--- config.mk ---
export PLATFORM = sky130hd
export DESIGN_NAME = timed_input_pattern_detector
export DESIGN_NICKNAME = d
export VERILOG_FILES = /design/src/rtl/core/tipd_pkg.sv /design/src/rtl/core/tipd_step.sv /design/src/rtl/core/timed_input_pattern_detector.sv
export SDC_FILE = /design/constraint.sdc
export NUM_CORES = 1
export LEC_CHECK = 0
export ABC_AREA = 0
export BUFFER_PORTS_ARGS = -buffer_cell sky130_fd_sc_hd__buf_2
export CORE_AREA = 3 3 136 138
export DETAILED_ROUTE_END_ITERATION = 10
export DIE_AREA = 0 0 139 141
export GPL_TIMING_DRIVEN = 0
export PLACE_DENSITY_LB_ADDON = 0.1
export SLEW_MARGIN = 5
export SYNTH_ARGS = -nofsm -noshare
export SYNTH_HDL_FRONTEND = slang
export SYNTH_SLANG_ARGS = --single-unit
--- constraint.sdc ---
create_clock -name clk -period 5.19 [get_ports clk]
set_input_delay 0.2595 -clock clk [delete_from_list [all_inputs] [get_ports clk]]
set_output_delay 0.2595 -clock clk [all_outputs]
set_load 0.01 [all_outputs]
--- src/rtl/core/tipd_pkg.sv ---
// Shared types and constants for the timed input pattern detector.
// Used by tipd_step and timed_input_pattern_detector; no dependencies.

package tipd_pkg;

    localparam int PHASE_LIMIT    = 4;
    localparam int LEVEL_LIMIT    = 8;
    localparam int DURATION_BITS  = 16;
    localparam int PHASE_BITS     = 2;
    localparam int STEP_BITS      = 4;
    localparam int CFG_DATA_BITS  = 64;
    localparam int CFG_INDEX_BITS = 3;

    // register indexes on the configuration port
    localparam logic [CFG_INDEX_BITS-1:0] REG_PHASE_COUNT     = 3'd0;
    localparam logic [CFG_INDEX_BITS-1:0] REG_PHASE_DURATIONS = 3'd1;
    localparam logic [CFG_INDEX_BITS-1:0] REG_FIXED_MASK      = 3'd2;
    localparam logic [CFG_INDEX_BITS-1:0] REG_STATE_COUNTS    = 3'd3;
    localparam logic [CFG_INDEX_BITS-1:0] REG_STATE_LEVELS    = 3'd4;

    // item opcodes
    localparam logic [1:0] OP_ACTIVITY = 2'd0;
    localparam logic [1:0] OP_TICK     = 2'd1;
    localparam logic [1:0] OP_CHECK    = 2'd2;

    typedef enum logic [1:0] {
        ST_IDLE     = 2'd0,
        ST_PROGRESS = 2'd1,
        ST_COMPLETE = 2'd2
    } status_t;

    typedef struct packed {
        logic [2:0]  phase_count;
        logic [63:0] phase_durations;
        logic [3:0]  fixed_mask;
        logic [15:0] state_counts;
        logic [31:0] state_levels;
    } tipd_cfg_t;

    typedef struct packed {
        logic                     started;
        logic [PHASE_BITS-1:0]    phase;
        status_t                  status;
        logic [STEP_BITS-1:0]     step;
        logic [DURATION_BITS-1:0] timer;
        logic                     running;
        logic                     done;
    } tipd_state_t;

    localparam tipd_state_t STATE_CLEAR = '{
        started: 1'b0,
        phase:   '0,
        status:  ST_IDLE,
        step:    '0,
        timer:   '0,
        running: 1'b0,
        done:    1'b0
    };

endpackage

--- src/rtl/core/tipd_step.sv ---
// Next-state logic for one item of the pattern detector.
// Depends on tipd_pkg (state and configuration structs, opcodes).

module tipd_step (
    input  tipd_pkg::tipd_cfg_t   cfg,
    input  tipd_pkg::tipd_state_t state_cur,
    input  logic [1:0]            opcode,
    input  logic                  level,
    output tipd_pkg::tipd_state_t state_nxt,
    output logic                  detected
);

    function automatic logic [2:0] eff_count(tipd_pkg::tipd_cfg_t c);
        return (c.phase_count > 3'(tipd_pkg::PHASE_LIMIT)) ?
               3'(tipd_pkg::PHASE_LIMIT) : c.phase_count;
    endfunction

    function automatic logic [3:0] level_count(tipd_pkg::tipd_cfg_t c, logic [1:0] p);
        logic [3:0] nib;
        nib = c.state_counts[{p, 2'b00} +: 4];
        return (nib > 4'(tipd_pkg::LEVEL_LIMIT)) ? 4'(tipd_pkg::LEVEL_LIMIT) : nib;
    endfunction

    function automatic logic [tipd_pkg::DURATION_BITS-1:0] duration_of(
        tipd_pkg::tipd_cfg_t c, logic [1:0] p);
        return c.phase_durations[{p, 4'b0000} +: tipd_pkg::DURATION_BITS];
    endfunction

    // timer expiry: advance, finish or drop the pattern
    function automatic tipd_pkg::tipd_state_t expire(tipd_pkg::tipd_state_t s,
                                                     tipd_pkg::tipd_cfg_t c);
        tipd_pkg::tipd_state_t r;
        logic [2:0] cnt;
        logic [3:0] n;
        logic [2:0] nxt;
        r   = s;
        cnt = eff_count(c);
        n   = level_count(c, s.phase);
        nxt = {1'b0, s.phase} + 3'd1;
        if (cnt == 3'd0)
        begin
            r = tipd_pkg::STATE_CLEAR;
        end
        else if (s.status == tipd_pkg::ST_COMPLETE || n == 4'd0)
        begin
            if (n == 4'd0 && s.status != tipd_pkg::ST_IDLE)
            begin
                r = tipd_pkg::STATE_CLEAR;
            end
            else if (nxt >= cnt)
            begin
                r.done = 1'b1;
            end
            else
            begin
                r.phase   = nxt[1:0];
                r.status  = tipd_pkg::ST_IDLE;
                r.step    = '0;
                r.timer   = duration_of(c, nxt[1:0]);
                r.running = 1'b1;
            end
        end
        else
        begin
            r = tipd_pkg::STATE_CLEAR;
        end
        return r;
    endfunction

    always_comb
    begin
        tipd_pkg::tipd_state_t s;
        logic [3:0] n;
        s        = state_cur;
        detected = 1'b0;
        n        = '0;
        case (opcode)
            tipd_pkg::OP_ACTIVITY:
            begin
                if (eff_count(cfg) != 3'd0)
                begin
                    if (!s.started)
                    begin
                        s.started = 1'b1;
                        s.phase   = '0;
                    end
                    n = level_count(cfg, s.phase);
                    if (s.status == tipd_pkg::ST_IDLE)
                    begin
                        s.step   = '0;
                        s.status = tipd_pkg::ST_PROGRESS;
                        if (s.phase == 2'd0)
                        begin
                            s.timer   = duration_of(cfg, 2'd0);
                            s.running = 1'b1;
                        end
                    end
                    if (s.status == tipd_pkg::ST_PROGRESS)
                    begin
                        if (n != 4'd0 && cfg.state_levels[{s.phase, s.step[2:0]}] == level)
                            s.step = s.step + 4'd1;
                        if (s.step >= n)
                        begin
                            s.status = tipd_pkg::ST_COMPLETE;
                            if (!cfg.fixed_mask[s.phase])
                            begin
                                s.running = 1'b0;
                                s.timer   = '0;
                                s = expire(s, cfg);
                            end
                        end
                    end
                    else if (s.status == tipd_pkg::ST_COMPLETE)
                    begin
                        s = tipd_pkg::STATE_CLEAR;
                    end
                end
            end
            tipd_pkg::OP_TICK:
            begin
                if (s.running)
                begin
                    if (s.timer <= 16'd1)
                    begin
                        s.running = 1'b0;
                        s.timer   = '0;
                        s = expire(s, cfg);
                    end
                    else
                    begin
                        s.timer = s.timer - 16'd1;
                    end
                end
            end
            tipd_pkg::OP_CHECK:
            begin
                if (s.done)
                begin
                    detected = 1'b1;
                    s = tipd_pkg::STATE_CLEAR;
                end
            end
            default:
            begin
            end
        endcase
        state_nxt = s;
    end

endmodule

--- src/rtl/core/timed_input_pattern_detector.sv ---
// Top level of the timed input pattern detector: config registers, state
// registers and result register. Depends on tipd_pkg and tipd_step.
//
// Usage:
//   Slave stream (s_*): one transaction per item. s_tuser carries the
//   opcode (activity, tick, check); s_tdata[0] carries the pin level.
//   Master stream (m_*): one result per item, registered on acceptance.
//   Config port: cfg_we writes cfg_wdata into register cfg_index on the
//   clock edge; indexes beyond the register list are dropped. Write only
//   while no item is in flight.
// Throughput: one item per cycle while results are taken; the update is a
//   single pass of next-state logic between the state and result registers.
// Latency: the result is valid the cycle after the item is accepted.
// Stall: with m_tvalid high and m_tready low the result holds and s_tready
//   drops; s_tready follows m_tready in the same cycle, so a result taken
//   while a new item arrives costs no bubble.
// Reset: rst_n clears the config registers, the pattern state and m_tvalid.

module timed_input_pattern_detector (
    input  logic                                 clk,
    input  logic                                 rst_n,
    input  logic                                 s_tvalid,
    output logic                                 s_tready,
    input  logic [7:0]                           s_tdata,   // [0] input_level
    input  logic [1:0]                           s_tuser,   // [1:0] opcode
    output logic                                 m_tvalid,
    input  logic                                 m_tready,
    // [0] detected, [1] complete_flag, [2] started_flag, [4:3] active_phase,
    // [6:5] active_status, [10:7] matched_steps
    output logic [15:0]                          m_tdata,
    input  logic                                 cfg_we,
    input  logic [tipd_pkg::CFG_INDEX_BITS-1:0]  cfg_index,
    input  logic [tipd_pkg::CFG_DATA_BITS-1:0]   cfg_wdata
);

    tipd_pkg::tipd_cfg_t   cfg_reg;
    tipd_pkg::tipd_state_t state_reg;
    tipd_pkg::tipd_state_t state_next;
    logic                  detected;
    logic                  m_tvalid_reg;
    logic [15:0]           m_tdata_reg;
    logic                  s_accept;

    assign s_tready = !m_tvalid_reg || m_tready;
    assign s_accept = s_tvalid && s_tready;
    assign m_tvalid = m_tvalid_reg;
    assign m_tdata  = m_tdata_reg;

    always_ff @(posedge clk or negedge rst_n)
    begin
        if (!rst_n)
        begin
            cfg_reg <= '0;
        end
        else if (cfg_we)
        begin
            unique case (cfg_index)
                tipd_pkg::REG_PHASE_COUNT:     cfg_reg.phase_count     <= cfg_wdata[2:0];
                tipd_pkg::REG_PHASE_DURATIONS: cfg_reg.phase_durations <= cfg_wdata;
                tipd_pkg::REG_FIXED_MASK:      cfg_reg.fixed_mask      <= cfg_wdata[3:0];
                tipd_pkg::REG_STATE_COUNTS:    cfg_reg.state_counts    <= cfg_wdata[15:0];
                tipd_pkg::REG_STATE_LEVELS:    cfg_reg.state_levels    <= cfg_wdata[31:0];
                default:
                begin
                end
            endcase
        end
    end

    tipd_step u_step (
        .cfg       (cfg_reg),
        .state_cur (state_reg),
        .opcode    (s_tuser),
        .level     (s_tdata[0]),
        .state_nxt (state_next),
        .detected  (detected)
    );

    always_ff @(posedge clk or negedge rst_n)
    begin
        if (!rst_n)
        begin
            state_reg    <= tipd_pkg::STATE_CLEAR;
            m_tvalid_reg <= 1'b0;
        end
        else
        begin
            if (s_accept)
                state_reg <= state_next;
            if (s_accept)
                m_tvalid_reg <= 1'b1;
            else if (m_tready)
                m_tvalid_reg <= 1'b0;
        end
    end

    always_ff @(posedge clk)
    begin
        if (s_accept)
            m_tdata_reg <= {5'b00000, state_next.step, state_next.status, state_next.phase,
                            state_next.started, state_next.done, detected};
    end

`ifndef SYNTH
    a_done_needs_start: assert property (@(posedge clk) disable iff (!rst_n)
        state_reg.done |-> state_reg.started)
        else $error("pattern done without a started pattern");

    a_complete_needs_start: assert property (@(posedge clk) disable iff (!rst_n)
        (state_reg.status == tipd_pkg::ST_COMPLETE) |-> state_reg.started)
        else $error("phase complete without a started pattern");

    a_timer_idle_zero: assert property (@(posedge clk) disable iff (!rst_n)
        !state_reg.running |-> (state_reg.timer == '0))
        else $error("stopped timer holds a count");

    a_step_bound: assert property (@(posedge clk) disable iff (!rst_n)
        state_reg.step <= 4'(tipd_pkg::LEVEL_LIMIT))
        else $error("matched steps beyond level limit");

    a_result_tracks_state: assert property (@(posedge clk) disable iff (!rst_n)
        s_accept |=> (m_tvalid && m_tdata[2] == state_reg.started
                      && m_tdata[1] == state_reg.done))
        else $error("result flags disagree with state");
`endif

endmodule

Word level (Yosys, flattened, before mapping)
Index checks and enable logic that the tools add are counted.
{ "totals": {"inputBits": 82, "ff_bits": 158, "output_inout_bits": 18, "wordCells": 113} }
{ "classes": {"shifts": 4, "add_sub_neg": 4, "n_lt_le_gt_ge": 9, "eq_ne": 13, "reduce_logical": 25, "mux": 43} }
{ "ops": {"columns": ["cell", "n"], "rows": [
  ["27-bit 2-to-1 mux", 10],
  ["64-bit by 7-bit indexed part select with 16-bit output", 2],
  ["27-bit one-hot mux with 3 select lines", 1],
  ["23-bit 2-to-1 mux", 3],
  ["26-bit 2-to-1 mux", 2],
  ["25-bit 2-to-1 mux", 2],
  ["16-bit by 5-bit indexed part select with 4-bit output", 2],
  ["4-bit 2-to-1 mux", 6],
  ["17-bit 2-to-1 mux", 1],
  ["16-bit by 1-bit less-or-equal comparator with 1-bit output (second input constant)", 1],
  ["16-bit 2-to-1 mux", 1],
  ["16-bit by 1-bit subtractor with 16-bit output (second input constant)", 1],
  ["2-bit AND reduction", 5],
  ["1-bit 2-to-1 mux", 9],
  ["3-bit 2-to-1 mux", 3],
  ["9-bit 2-to-1 mux", 1],
  ["4-bit > comparator (second input constant)", 2],
  ["4-bit logical NOT", 2],
  ["2-bit by 1-bit adder with 3-bit output (second input constant)", 2],
  ["2-bit equality test (second input constant)", 3],
  ["3-bit by 2-bit equality test with 1-bit output (second input constant)", 2],
  ["3-bit greater-or-equal comparator", 2],
  ["2-bit logical NOT", 3],
  ["3-bit logical NOT", 2],
  ["22 further kinds", 30]
]} }

Depth between registers and ports, before layout
Gate-level depths: netlist of the first run.
{ "depth": {"word_depth": 26, "depth_mapped": 22} }

By module
From an unflattened synthesis of the first run, not the netlist that was laid out.
{ "unflattened": {"hier_cells": 820, "area_unflattened_um2": 9421.5} }
{ "by_module_without_submodules": {"columns": ["module", "area_per_inst_um2", "cells_each", "seq_area_each_um2", "n_inst"], "rows": [
  ["timed_input_pattern_detector", 5884.4, 333, 4008.8, 1],
  ["tipd_step", 3537.1, 487, 0.0, 1]
]} }

Least setup slack after synthesis of the first run
OpenSTA, ideal clock, no wires.
{ "synth_timing": {"kind": "reg-to-reg", "startpoint": "register state_reg[24] in the netlist's numbering", "endpoint": "register state_reg[15] in the netlist's numbering", "n_path_buf": 5, "path_stages_with_launch": 22, "arrival_time_ps": 4512, "synth_period_minus_slack_ps": 4630, "path_slack_ps": 560, "cell_sequence": "dfrtp_1 buf_6 buf_6 and2_1 buf_6 inv_2 a211oi_1 a222oi_1 xnor2_1 nand2_1 xor2_1 ha_1 nand2b_1 a2111oi_0 nor3_1 and2_1 clkbuf_1 and4_1 clkbuf_1 a221oi_1 o21ai_0 a21o_1"} }
{ "synth_between": {"elab_chain_cells": 17} }
{ "synth_lines": {"columns": ["element", "line_no", "text"], "rows": [
  ["start, declared", "timed_input_pattern_detector.sv:37", "tipd_pkg::tipd_state_t state_reg;"],
  ["start signal, assigned", "timed_input_pattern_detector.sv:83", "state_reg <= tipd_pkg::STATE_CLEAR;"],
  ["start signal, assigned", "timed_input_pattern_detector.sv:89", "state_reg <= state_next;"],
  ["2-bit 2-to-1 mux", "tipd_step.sv:82", "if (!s.started)"],
  ["3-bit 2-to-1 mux", "tipd_step.sv:80", "if (eff_count(cfg) != 3'd0)"],
  ["3-bit 2-to-1 mux", "tipd_step.sv:77", "case (opcode)"],
  ["16-bit by 5-bit indexed part select with 4-bit output", "tipd_step.sv:20", "nib = c.state_counts[{p, 2'b00} +: 4];"],
  ["4-bit > comparator", "tipd_step.sv:21", "return (nib > 4'(tipd_pkg::LEVEL_LIMIT)) ? 4'(tipd_pkg::LEVEL_LIMIT) : nib;"],
  ["4-bit 2-to-1 mux", "tipd_step.sv:21", null],
  ["4-bit nonzero test", "tipd_step.sv:100", "if (n != 4'd0 && cfg.state_levels[{s.phase, s.step[2:0]}] == level)"],
  ["1-bit logical AND", "tipd_step.sv:100", null],
  ["4-bit 2-to-1 mux", "tipd_step.sv:100", null],
  ["4-bit 2-to-1 mux", "tipd_step.sv:98", "if (s.status == tipd_pkg::ST_PROGRESS)"],
  ["4-bit 2-to-1 mux", "tipd_step.sv:80", null],
  ["4-bit 2-to-1 mux", "tipd_step.sv:77", null],
  ["4-bit greater-or-equal comparator", "tipd_step.sv:102", "if (s.step >= n)"],
  ["27-bit 2-to-1 mux", "tipd_step.sv:102", null],
  ["27-bit 2-to-1 mux", "tipd_step.sv:98", null],
  ["27-bit 2-to-1 mux", "tipd_step.sv:80", null],
  ["27-bit one-hot mux with 3 select lines (*)", "tipd_step.sv:77", null]
]} }
Mark *: on every way between the ends. The rest lies on a longest branch, timed or not. The select of a mux whose other input is x is not followed.
A chain may end at the register's enable or synchronous reset.

Worst setup path in the final report of the first run
{ "layout_timing": {"startpoint": "register state_reg[22] in the netlist's numbering", "endpoint": "register state_reg[16] in the netlist's numbering"} }
{ "layout_between": {"elab_chain_cells": 17} }
{ "layout_lines": {"columns": ["element", "line_no", "text"], "rows": [
  ["2-bit logical NOT", "tipd_step.sv:88", "if (s.status == tipd_pkg::ST_IDLE)"],
  ["23-bit 2-to-1 mux", "tipd_step.sv:88", null],
  ["23-bit 2-to-1 mux", "tipd_step.sv:80", null],
  ["23-bit 2-to-1 mux", "tipd_step.sv:77", null],
  ["1-bit binary-select mux with 5-bit select", "tipd_step.sv:100", null],
  ["1-bit 2-to-1 mux (implied by the code)", "tipd_step.sv:100", null],
  ["1-bit equality test", "tipd_step.sv:100", null],
  ["1-bit logical AND", "tipd_step.sv:100", null],
  ["4-bit 2-to-1 mux", "tipd_step.sv:100", null],
  ["4-bit 2-to-1 mux", "tipd_step.sv:98", null],
  ["4-bit 2-to-1 mux", "tipd_step.sv:80", null],
  ["4-bit 2-to-1 mux", "tipd_step.sv:77", null],
  ["4-bit greater-or-equal comparator", "tipd_step.sv:102", null],
  ["27-bit 2-to-1 mux", "tipd_step.sv:102", null],
  ["27-bit 2-to-1 mux", "tipd_step.sv:98", null],
  ["27-bit 2-to-1 mux", "tipd_step.sv:80", null],
  ["27-bit one-hot mux with 3 select lines (*)", "tipd_step.sv:77", null]
]} }
Marked as above.

==> out/metrics.csv, run 1 <==
metric,value,unit
status,"finished, final reports clean",
overflow,0,
worst_ep_required_time,5.51,ns
path_cells,"buf_2, nor2_4, buf_4, nor2_1, a21oi_1, o21ai_1, a222oi_1, buf_4, xnor2_4, nand2_1, xor2_1, ha_1, nand2b_1, a2111oi_4, nor3_1, and2_2, and4_1, clkbuf_1, a221oi_1, o22a_1, nand2_1",
cts_max_path_buffers,2,
via_per_inst,6.31,
grt_pass1_vias,7607,
critPathTopFamily,compound AO/OA/AOI/OAI gates,
crit_slowest_cell,a2111oi_4,
avgRoutedWirePerCell,24.1,um
clock_latency,0.43,ns
ys_ff_latch,158,
die_w,139,um
setup_viol,0,
ir_worst_vdd,0.285,mV
cts_buffers,17,
grt_max_degree,75,
synth_cells,833,
h-tree-depth,4,
antenna_found_initial,0,
power_density,513,nW/um2
dpl_cell_area,10100,um2
drv_slew,0,
fp-row-count,48,
worstHoldStart,cfg_wdata[34],
start_util,0.537,
finClkSkew,0.0141,ns
hold_violations,0,
route.met2.wl,13.3,mm
wl_met3,2.22,mm
drtIter0Drc,813,
max_freq,0.203,GHz
slew_headroom,0.397,
syn_area,9290,um2
finalWirelength,28.5,mm
tritoncts,yes,
max_stage_delay,0.44,ns
ant_nets,0,
finalCritPeriodShare,0.951,
mostFrequentLayoutCells,"dfrtp_1, mux2_2, buf_2, nor2_1, o21ai_0",
finalPower,5.51,mW
placeableCoreArea,17300,um2
grtUsageTotal,0.294,
cp.arrival,5.25,ns
yosysUniqueCellTypes,71,
synth_warnings,0,
cts-root-buf,clkbuf_16,
pin_count,100,
n_antenna_cell,0,
start_kind,flip-flop,
nets,1047,
cts.sinks,158,
async_flop_share,0.930,
drc,0,
highest_layer,met4,
ys_seq_area_frac,0.432,
critPathMaxFanout,10,
wl_met1,12.2,mm
hpwl,21.5,mm
final_common_cell,dfrtp_1,
drive_gt1_frac,0.328,
hold_path.class,in2reg,
globalplace.congestion,0.941,
die_area,19600,um2
fin_area,10700,um2
largest_reg_flops,119,
cts.clk_slew.worst_paths,0.07,ns
cap_viol_max_count,0,
num_vias,7469,
crit_start,state_reg[22]$_DFFE_PN0P_,
avgSynthCellArea,11.1,um2
endpoint_kind,flip-flop,
final.fill_count,1438,
finalCriticalPeriod,4.93,ns
worst-path-buf-inv,4,
grt_pass1_wl,44.2,mm
io_buffers,87,
synth_edf_count,11,
crit_type,reg2reg,
synth_ff_type,dfrtp_1,
first_pass_iters,5,
worstMarginPinSlew,0.897,ns
die_y,141,um
syn2layout_area_growth,15.7,%
reg2reg_from,state_reg[22]$_DFFE_PN0P_,
power_leakage,4.54,nW
[layer usage]
metal,vias up,global-route usage
met4,0,0.0932
met3,41,0.0590
met5,-,0
met1,3751,0.412
li1,3331,-
met2,346,0.466
[synthesized netlist by cell type (all sizes together), types with 7 or more instances]
cell    number  area [um2]
and2         9        56.3
buf         22         149
ha          20         250
a21oi       50         250
mux2i       24         240
nor2        66         248
o221ai      10        87.6
a22oi        7        52.6
nor2b        8        50.1
nor4        12         100
o21ai       57         285
mux4        36         822
inv         23        86.3
nand2b      11        68.8
nor3        17        85.1
mux2       123        1390
nand2       41         154
edfxtp      11         330
clkbuf      36         139
nand3       11        55.1
dfrtp      147        3680
[power breakdown]
part	leakage, nW	switching, mW	internal, mW
Clock	0.283	0.614	0.649
Sequential	1.91	0.281	1.51
Combinational	2.34	1.42	1.04
Total	4.54	2.31	3.20
[worst register-to-register path, stage by stage, from the launching register on]
cell       delay (ns)
dfrtp_1          0.42
buf_2            0.22
nor2_4           0.19
buf_4            0.24
nor2_1           0.06
a21oi_1          0.15
o21ai_1          0.09
a222oi_1         0.35
buf_4            0.23
xnor2_4          0.16
nand2_1          0.13
xor2_1           0.19
ha_1             0.30
nand2b_1         0.20
a2111oi_4        0.44
nor3_1           0.14
and2_2           0.30
and4_1           0.20
clkbuf_1         0.18
a221oi_1         0.42
o22a_1           0.19
nand2_1          0.04
[area by class of cell]
type,count,area [um2],area share
multi-input cells,597,4980,0.463
flip-flops and latches,158,4010,0.373
repair buffers,91,494,0.0460
clock buffers,17,425,0.0396
plain buffers,56,292,0.0271
well taps,225,282,0.0262
clock inverters,15,169,0.0157
inverters,24,92.6,0.00862
[path summary, 6_finish.rpt]
kind	slack, ns	to	cells past startpoint
max	0.26	state_reg[16]$_DFFE_PN0P_	21
min	0.06	cfg_reg[86]$_DFFE_PN0P_	2
max reg2reg	0.26	state_reg[16]$_DFFE_PN0P_	21
min reg2reg	0.51	cfg_reg[4]$_DFFE_PN0P_	1
max in group asynchronous	3.91	cfg_reg[59]$_DFFE_PN0P_	3
min in group asynchronous	0.43	state_reg[14]$_DFFE_PN0P_	2
[through the flow]
stage	cells	setup TNS (ns)	setup slack, ns	util	hold slack (ns)
floorplan	837	0	0.560	-	-0.0361
CTS	1185	0	0.0544	0.618	0.0488
finish	1183	0	0.256	0.621	0.0565
global route	1183	-0.0397	-0.0150	0.621	0.0395
detailed placement	1150	-18.17	-0.882	0.581	0.332
global placement	1149	-16.57	-0.828	0.579	0.466
[kinds of logic (layout without fill, tap and decap cells)]
family	after synthesis	count (layout)	share of synthesized area
AOI/OAI and AO/OA	180	180	0.121
xor gates and xnor gates	7	7	0.00660
adders and majority gates	20	20	0.0270
buffers and inverters	82	203	0.0407
DFF	158	158	0.432
muxes	183	183	0.264
other	1	5	0.000404
and+or+nand+nor	202	202	0.109
[what timing repair did]
item,in CTS,in global routing
hold endpoints to repair,73,0
setup buffers,2,0
hold buffers,1,0
gates resized for setup,6,19
setup endpoints to repair,35,22
pin swaps,1,0
(Power assumes the default switching activity.)
==> run 2, diff against run 1 <==
--- a/config.mk
+++ b/config.mk
@@ -7,11 +7,12 @@
 export LEC_CHECK = 0
 export ABC_AREA = 0
 export BUFFER_PORTS_ARGS = -buffer_cell sky130_fd_sc_hd__buf_2
-export CORE_AREA = 3 3 136 138
+export CORE_AREA = 3 3 122 153
 export DETAILED_ROUTE_END_ITERATION = 10
-export DIE_AREA = 0 0 139 141
+export DIE_AREA = 0 0 125 156
 export GPL_TIMING_DRIVEN = 0
 export PLACE_DENSITY_LB_ADDON = 0.1
+export SETUP_SLACK_MARGIN = 0.3
 export SLEW_MARGIN = 5
 export SYNTH_ARGS = -nofsm -noshare
 export SYNTH_HDL_FRONTEND = slang
==> run 2 against run 1 <==
  * Global-route usage shrank 0.43 points
  * Register-to-register slack better by 0.19 ns
  * Cell count barely moved
  * First-iteration DRC count down 26%
  * Sequential share of layout area decreased by 0.31 points
  * Wire length down 2.7%
  * Clock power is 6% higher
  * Worst setup slack gained 0.19 ns
  * Critical path depth increased by 1
  * Power up 1.4%
  * Highest routed layer unchanged
==> out/metrics.csv, run 2 (synthesis gave the netlist of run 1 again) <==
metric,value,unit
mostFrequentLayoutCells,"dfrtp_1, mux2_2, buf_2, nor2_1, o21ai_0",
r2r_slack,0.45,ns
h-tree-depth,4,
rsz0062_at_grt,false,
holdPathStages,2,
critPathMaxFanout,10,
finalWirelength,27.7,mm
finalSetupTns,0,ns
finClkSkew,0.0131,ns
crit_slowest_cell,dfrtp_1,
num_vias,7473,
crit_type,reg2reg,
avgRoutedWirePerCell,23.4,um
finalCritPeriodShare,0.914,
via_per_inst,6.31,
syn2layout_area_growth,16.7,%
tritoncts,yes,
cts.sinks,158,
drive_gt1_frac,0.336,
io_buffers,87,
finalPower,5.59,mW
pin_count,100,
grt_pass1_wl,43.4,mm
grt_max_degree,88,
worstMarginPinSlew,0.987,ns
overflow,0,
antenna_found_initial,0,
r2r_end,state_reg[15]$_DFFE_PN0P_,
path_cells,"buf_6, buf_8, and2_1, buf_8, inv_4, a211oi_1, a222oi_1, buf_4, xnor2_4, nand2_1, xor2_1, ha_1, nand2b_1, a2111oi_4, nor3_2, and2_1, clkbuf_2, and4_1, clkbuf_2, a221oi_1, o21ai_0, a21o_1",
die_y,156,um
final_common_cell,dfrtp_1,
dpl.cell_count,1149,
ir_worst_vdd,0.292,mV
drc,0,
final.fill_count,1478,
hold_path.class,in2reg,
die_w,125,um
clock_latency,0.44,ns
fp-row-count,54,
pre_cts_ws,-0.511,ns
worstHoldStart,s_tvalid,
n_antenna_cell,0,
power_density,516,nW/um2
slew_headroom,0.337,
cap_viol_max_count,0,
whs_endpoint,m_tvalid$_DFFE_PN0P_,
worst_ep_required_time,5.52,ns
drv_slew,0,
die_area,19500,um2
hold_violations,0,
setup_viol,0,
power_leakage,4.58,nW
stdcell_count,1184,
start_kind,flip-flop,
nets,1049,
reg2reg_depth,22,
first_pass_iters,5,
hpwl,20.5,mm
status,"finished, final reports clean",
cp.arrival,5.08,ns
cts-root-buf,clkbuf_16,
drtIter0Drc,600,
start_util,0.533,
cts_buffers,17,
cts.clk_slew.worst_paths,0.08,ns
largest_reg_flops,119,
max_stage_delay,0.40,ns
ant_nets,0,
placeableCoreArea,17400,um2
worst_slack,0.447,ns
grt_pass1_vias,7552,
grtUsageTotal,0.289,
globalplace.congestion,0.934,
reg2reg_from,state_reg[24]$_DFFE_PN0P_,
finalCriticalPeriod,4.74,ns
endpoint_kind,flip-flop,
cts_max_path_buffers,2,
max_freq,0.211,GHz
==> run 2: cell count changes in the layout (fill, tap and decap cells not counted), moves of 3 or more <==
cell | before | now
clkinv_4 | 3 | 0
o21ai_1 | 6 | 2
buf_2 | 93 | 90
clkbuf_2 | 2 | 6
clkinv_8 | 3 | 7
buf_8 | 0 | 3
==> run 2: report_power, final <==
group	internal [mW]	switching [mW]
clock network	0.708	0.626
registers	1.51	0.284
logic	1.05	1.41
==> run 2: critical path, delay by kind of cell, from the launching register on <==
family / cells / cell delay (ns)
AO/OA/AOI/OAI: 6 / 1.38
XOR/XNOR: 2 / 0.38
adder cells (fa/ha/maj): 1 / 0.29
buffers and inverters: 7 / 1.17
flip-flops: 1 / 0.40
AND/OR/NAND/NOR: 6 / 0.98
==> run 2: stage by stage <==
stage / hold WS, ns / cell area [um2] / utilization
final: 0.0387 / 10800 / 0.622
after global routing: 0.0441 / 10800 / 0.622
after CTS: 0.0338 / 10800 / 0.617
after detailed placement: 0.241 / 10100 / 0.577
after global placement: 0.464 / 10000 / 0.575
after floorplan: -0.0361 / 9300 / -
==> run 2: layer usage <==
layer | GRT usage | share of wire | up-vias
met5 | 0 | 0 | -
li1 | - | - | 3340
met4 | 0.137 | 0.048 | 0
met1 | 0.368 | 0.40 | 3697
met2 | 0.490 | 0.49 | 353
met3 | 0.0442 | 0.062 | 83
==> run 2: area by class of cell <==
class | instances | area, um2 | area share
clock buffer | 17 | 425 | 0.0393
sequential | 158 | 4010 | 0.370
timing repair buffer | 91 | 498 | 0.0459
tap | 224 | 280 | 0.0259
inverter | 24 | 95.1 | 0.00877
buffer | 58 | 324 | 0.0299
clock inverter | 15 | 218 | 0.0201
multi-input combinational | 597 | 4990 | 0.460
==> run 2: repair_timing <==
| action | in CTS | in global routing |
|---|---|---|
| resized for setup | 9 | 35 |
| pin swaps | 1 | 1 |
| hold buffers | 1 | 0 |
| endpoints found under the setup margin | 35 | 27 |
| endpoints found under the hold margin | 60 | 0 |
| buffers inserted | 2 | 0 |
==> run 2: how the worst max path moves through the flow <==
stage	startpoint	end	slack, ns	cells after the start
after floorplan	state_reg[24]$_DFFE_PN0P_	state_reg[15]$_DFFE_PN0P_	0.56	21
after CTS	state_reg[24]$_DFFE_PN0P_	state_reg[3]$_DFFE_PN0P_	0.29	22
after detailed placement	state_reg[24]$_DFFE_PN0P_	state_reg[3]$_DFFE_PN0P_	-0.51	21
final	state_reg[24]$_DFFE_PN0P_	state_reg[15]$_DFFE_PN0P_	0.45	22
after global routing	state_reg[23]$_DFFE_PN0P_	state_reg[8]$_DFFE_PN0P_	0.33	20
after global placement	state_reg[23]$_DFFE_PN0P_	state_reg[3]$_DFFE_PN0P_	-0.54	19
==> run 3, diff against run 2 <==
--- a/config.mk
+++ b/config.mk
@@ -8,6 +8,7 @@
 export ABC_AREA = 0
 export BUFFER_PORTS_ARGS = -buffer_cell sky130_fd_sc_hd__buf_2
 export CORE_AREA = 3 3 122 153
+export CTS_BUF_LIST = sky130_fd_sc_hd__clkbuf_4
 export DETAILED_ROUTE_END_ITERATION = 10
 export DIE_AREA = 0 0 125 156
 export GPL_TIMING_DRIVEN = 0
==> run 3 against run 2 <==
  * Global-route usage is 0.71 points higher
  * Largest power group unchanged
  * Clock power shrank 35%
  * Wire length is 2.5% higher
  * Flip-flop and latch count stayed put
  * Non-clock buffer count grew 71
  * Count of clock-buffer cells in the layout unchanged
==> out/metrics.csv, run 3 (synthesis gave the netlist of run 1 again) <==
metric,value,unit
status,"finished, final reports clean",
clock_latency,0.62,ns
max_freq,0.214,GHz
drv_slew,0,
pwr-share-clk,0.167,
cts_max_path_buffers,2,
ir_worst_vdd,0.237,mV
critPathMaxFanout,10,
cts-root-buf,clkbuf_4,
setup_viol,0,
cts.sinks,158,
finClkSkew,0.0292,ns
die_y,156,um
syn2layout_area_growth,20.8,%
drive_gt1_frac,0.316,
finalSetupTns,0,ns
overflow,0,
slew_headroom,0.324,
tritoncts,yes,
power_frac_seq,0.348,
nets,1120,
worst_slack,0.509,ns
hold_violations,0,
fp-row-count,54,
utilization,0.643,
grt_pass1_wl,44.6,mm
largest_reg_flops,119,
worstMarginPinSlew,1.01,ns
first_pass_iters,5,
cts_buffers,17,
final_common_cell,dfrtp_1,
final.fill_count,1435,
globalplace.congestion,0.934,
endpoint_kind,flip-flop,
hpwl,20.5,mm
finalCritPeriodShare,0.902,
die_w,125,um
pin_count,100,
stdcell_count,1256,
use_met2,0.502,
p_sw,2.26,mW
grt_use_met3,0.0483,
start_util,0.533,
via_per_inst,6.17,
antenna_found_initial,1,
rsz0062_at_grt,false,
drc,0,
grtUsageTotal,0.297,
finalWirelength,28.4,mm
avgRoutedWirePerCell,22.6,um
switching_share,0.440,
io_buffers,87,
power_density,459,nW/um2
dpl.cell_count,1149,
finalCriticalPeriod,4.68,ns
ant_nets,0,
die_area,19500,um2
combPwrFrac,0.486,
placeableCoreArea,17400,um2
grt_max_degree,88,
p_int,2.88,mW
use_met1,0.374,
num_vias,7748,
cts.clk_slew.worst_paths,0.18,ns
cap_viol_max_count,0,
cp.arrival,5.22,ns
busiest_layer,met2,
hold_path.class,in2reg,
worst_ep_required_time,5.73,ns
grt_pass1_vias,7842,
crit_type,reg2reg,
h-tree-depth,4,
drtIter0Drc,614,
power_leakage,4.75,nW
mostFrequentLayoutCells,"dfrtp_1, mux2_2, buf_2, dlygate4sd3_1, nor2_1",
pre_cts_ws,-0.511,ns
fin_hold_ws,0.0510,ns
start_kind,flip-flop,
==> run 3: cell count changes in the layout (fill, tap and decap cells not counted), moves of 2 or more <==
cell / previous run / this run
clkbuf_4: 3 / 20
buf_4: 8 / 13
clkbuf_16: 17 / 0
dlygate4sd3_1: 1 / 67
buf_8: 3 / 1
==> run 3: cell type report <==
cell class | count | area [um2] | area share
repair buffers | 162 | 1200 | 0.107
clock buffers | 17 | 128 | 0.0114
well taps | 224 | 280 | 0.0250
inverters | 24 | 92.6 | 0.00826
clock inverters | 15 | 218 | 0.0194
plain buffers | 58 | 310 | 0.0277
diodes | 1 | 2.50 | 0.000223
multi-input cells | 597 | 4980 | 0.444
flip-flops and latches | 158 | 4010 | 0.358
==> run 3: metrics by stage <==
stage | area, um2 | total power, mW
after CTS | 11100 | 5.05
after global placement | 10000 | 4.08
after global routing | 11200 | 5.45
after floorplan | 9300 | 3.43
final | 11200 | 5.14
after detailed placement | 10100 | 4.12
==> run 3: worst max-delay path: stages (launching register included) <==
cell       delay, ns
dfrtp_1         0.49
buf_2           0.29
and2_1          0.17
buf_6           0.20
inv_4           0.12
a211oi_1        0.22
a222oi_1        0.12
buf_4           0.18
xnor2_4         0.20
nand2_1         0.13
xor2_1          0.18
ha_1            0.29
nand2b_1        0.18
a2111oi_4       0.39
nor3_2          0.11
and2_1          0.20
clkbuf_2        0.17
and4_1          0.21
clkbuf_2        0.18
a221oi_1        0.28
o21ai_0         0.13
a21o_1          0.17
==> run 3: final timing paths <==
path / start / end / slack, ns / cells past startpoint
setup reg to reg: state_reg[26]$_DFFE_PN0P_ / state_reg[15]$_DFFE_PN0P_ / 0.51 / 21
max in group asynchronous: rst_n / cfg_reg[91]$_DFFE_PN0P_ / 4.24 / 3
hold / removal: cfg_index[0] / cfg_reg[118]$_DFFE_PN0P_ / 0.05 / 4
setup / recovery: state_reg[26]$_DFFE_PN0P_ / state_reg[15]$_DFFE_PN0P_ / 0.51 / 21
hold reg to reg: cfg_reg[14]$_DFFE_PN0P_ / cfg_reg[14]$_DFFE_PN0P_ / 0.52 / 1
min in group asynchronous: rst_n / state_reg[19]$_DFFE_PN0P_ / 0.16 / 2
==> run 3: what timing repair did <==
action	CTS	global route
hold endpoints to repair	172	0
setup endpoints to repair	35	26
pin swaps	1	1
setup buffers	2	5
cloned	0	0
hold buffers	67	0
gates resized for setup	9	26
==> run 3: routing by layer <==
metal / up-vias / routed length (um)
met3: 72 / 1740
met1: 3850 / 11400
met5: - / 0
met2: 349 / 14100
met4: 0 / 1230
li1: 3477 / -
==> run 3: power groups by stage <==
stage	clock network [mW]	logic (mW)	registers [mW]
floorplan	0	1.74	1.69
global route	0.916	2.71	1.82
finish	0.858	2.50	1.79
CTS	0.873	2.40	1.78
global placement	0	2.29	1.79
detailed placement	0	2.31	1.81
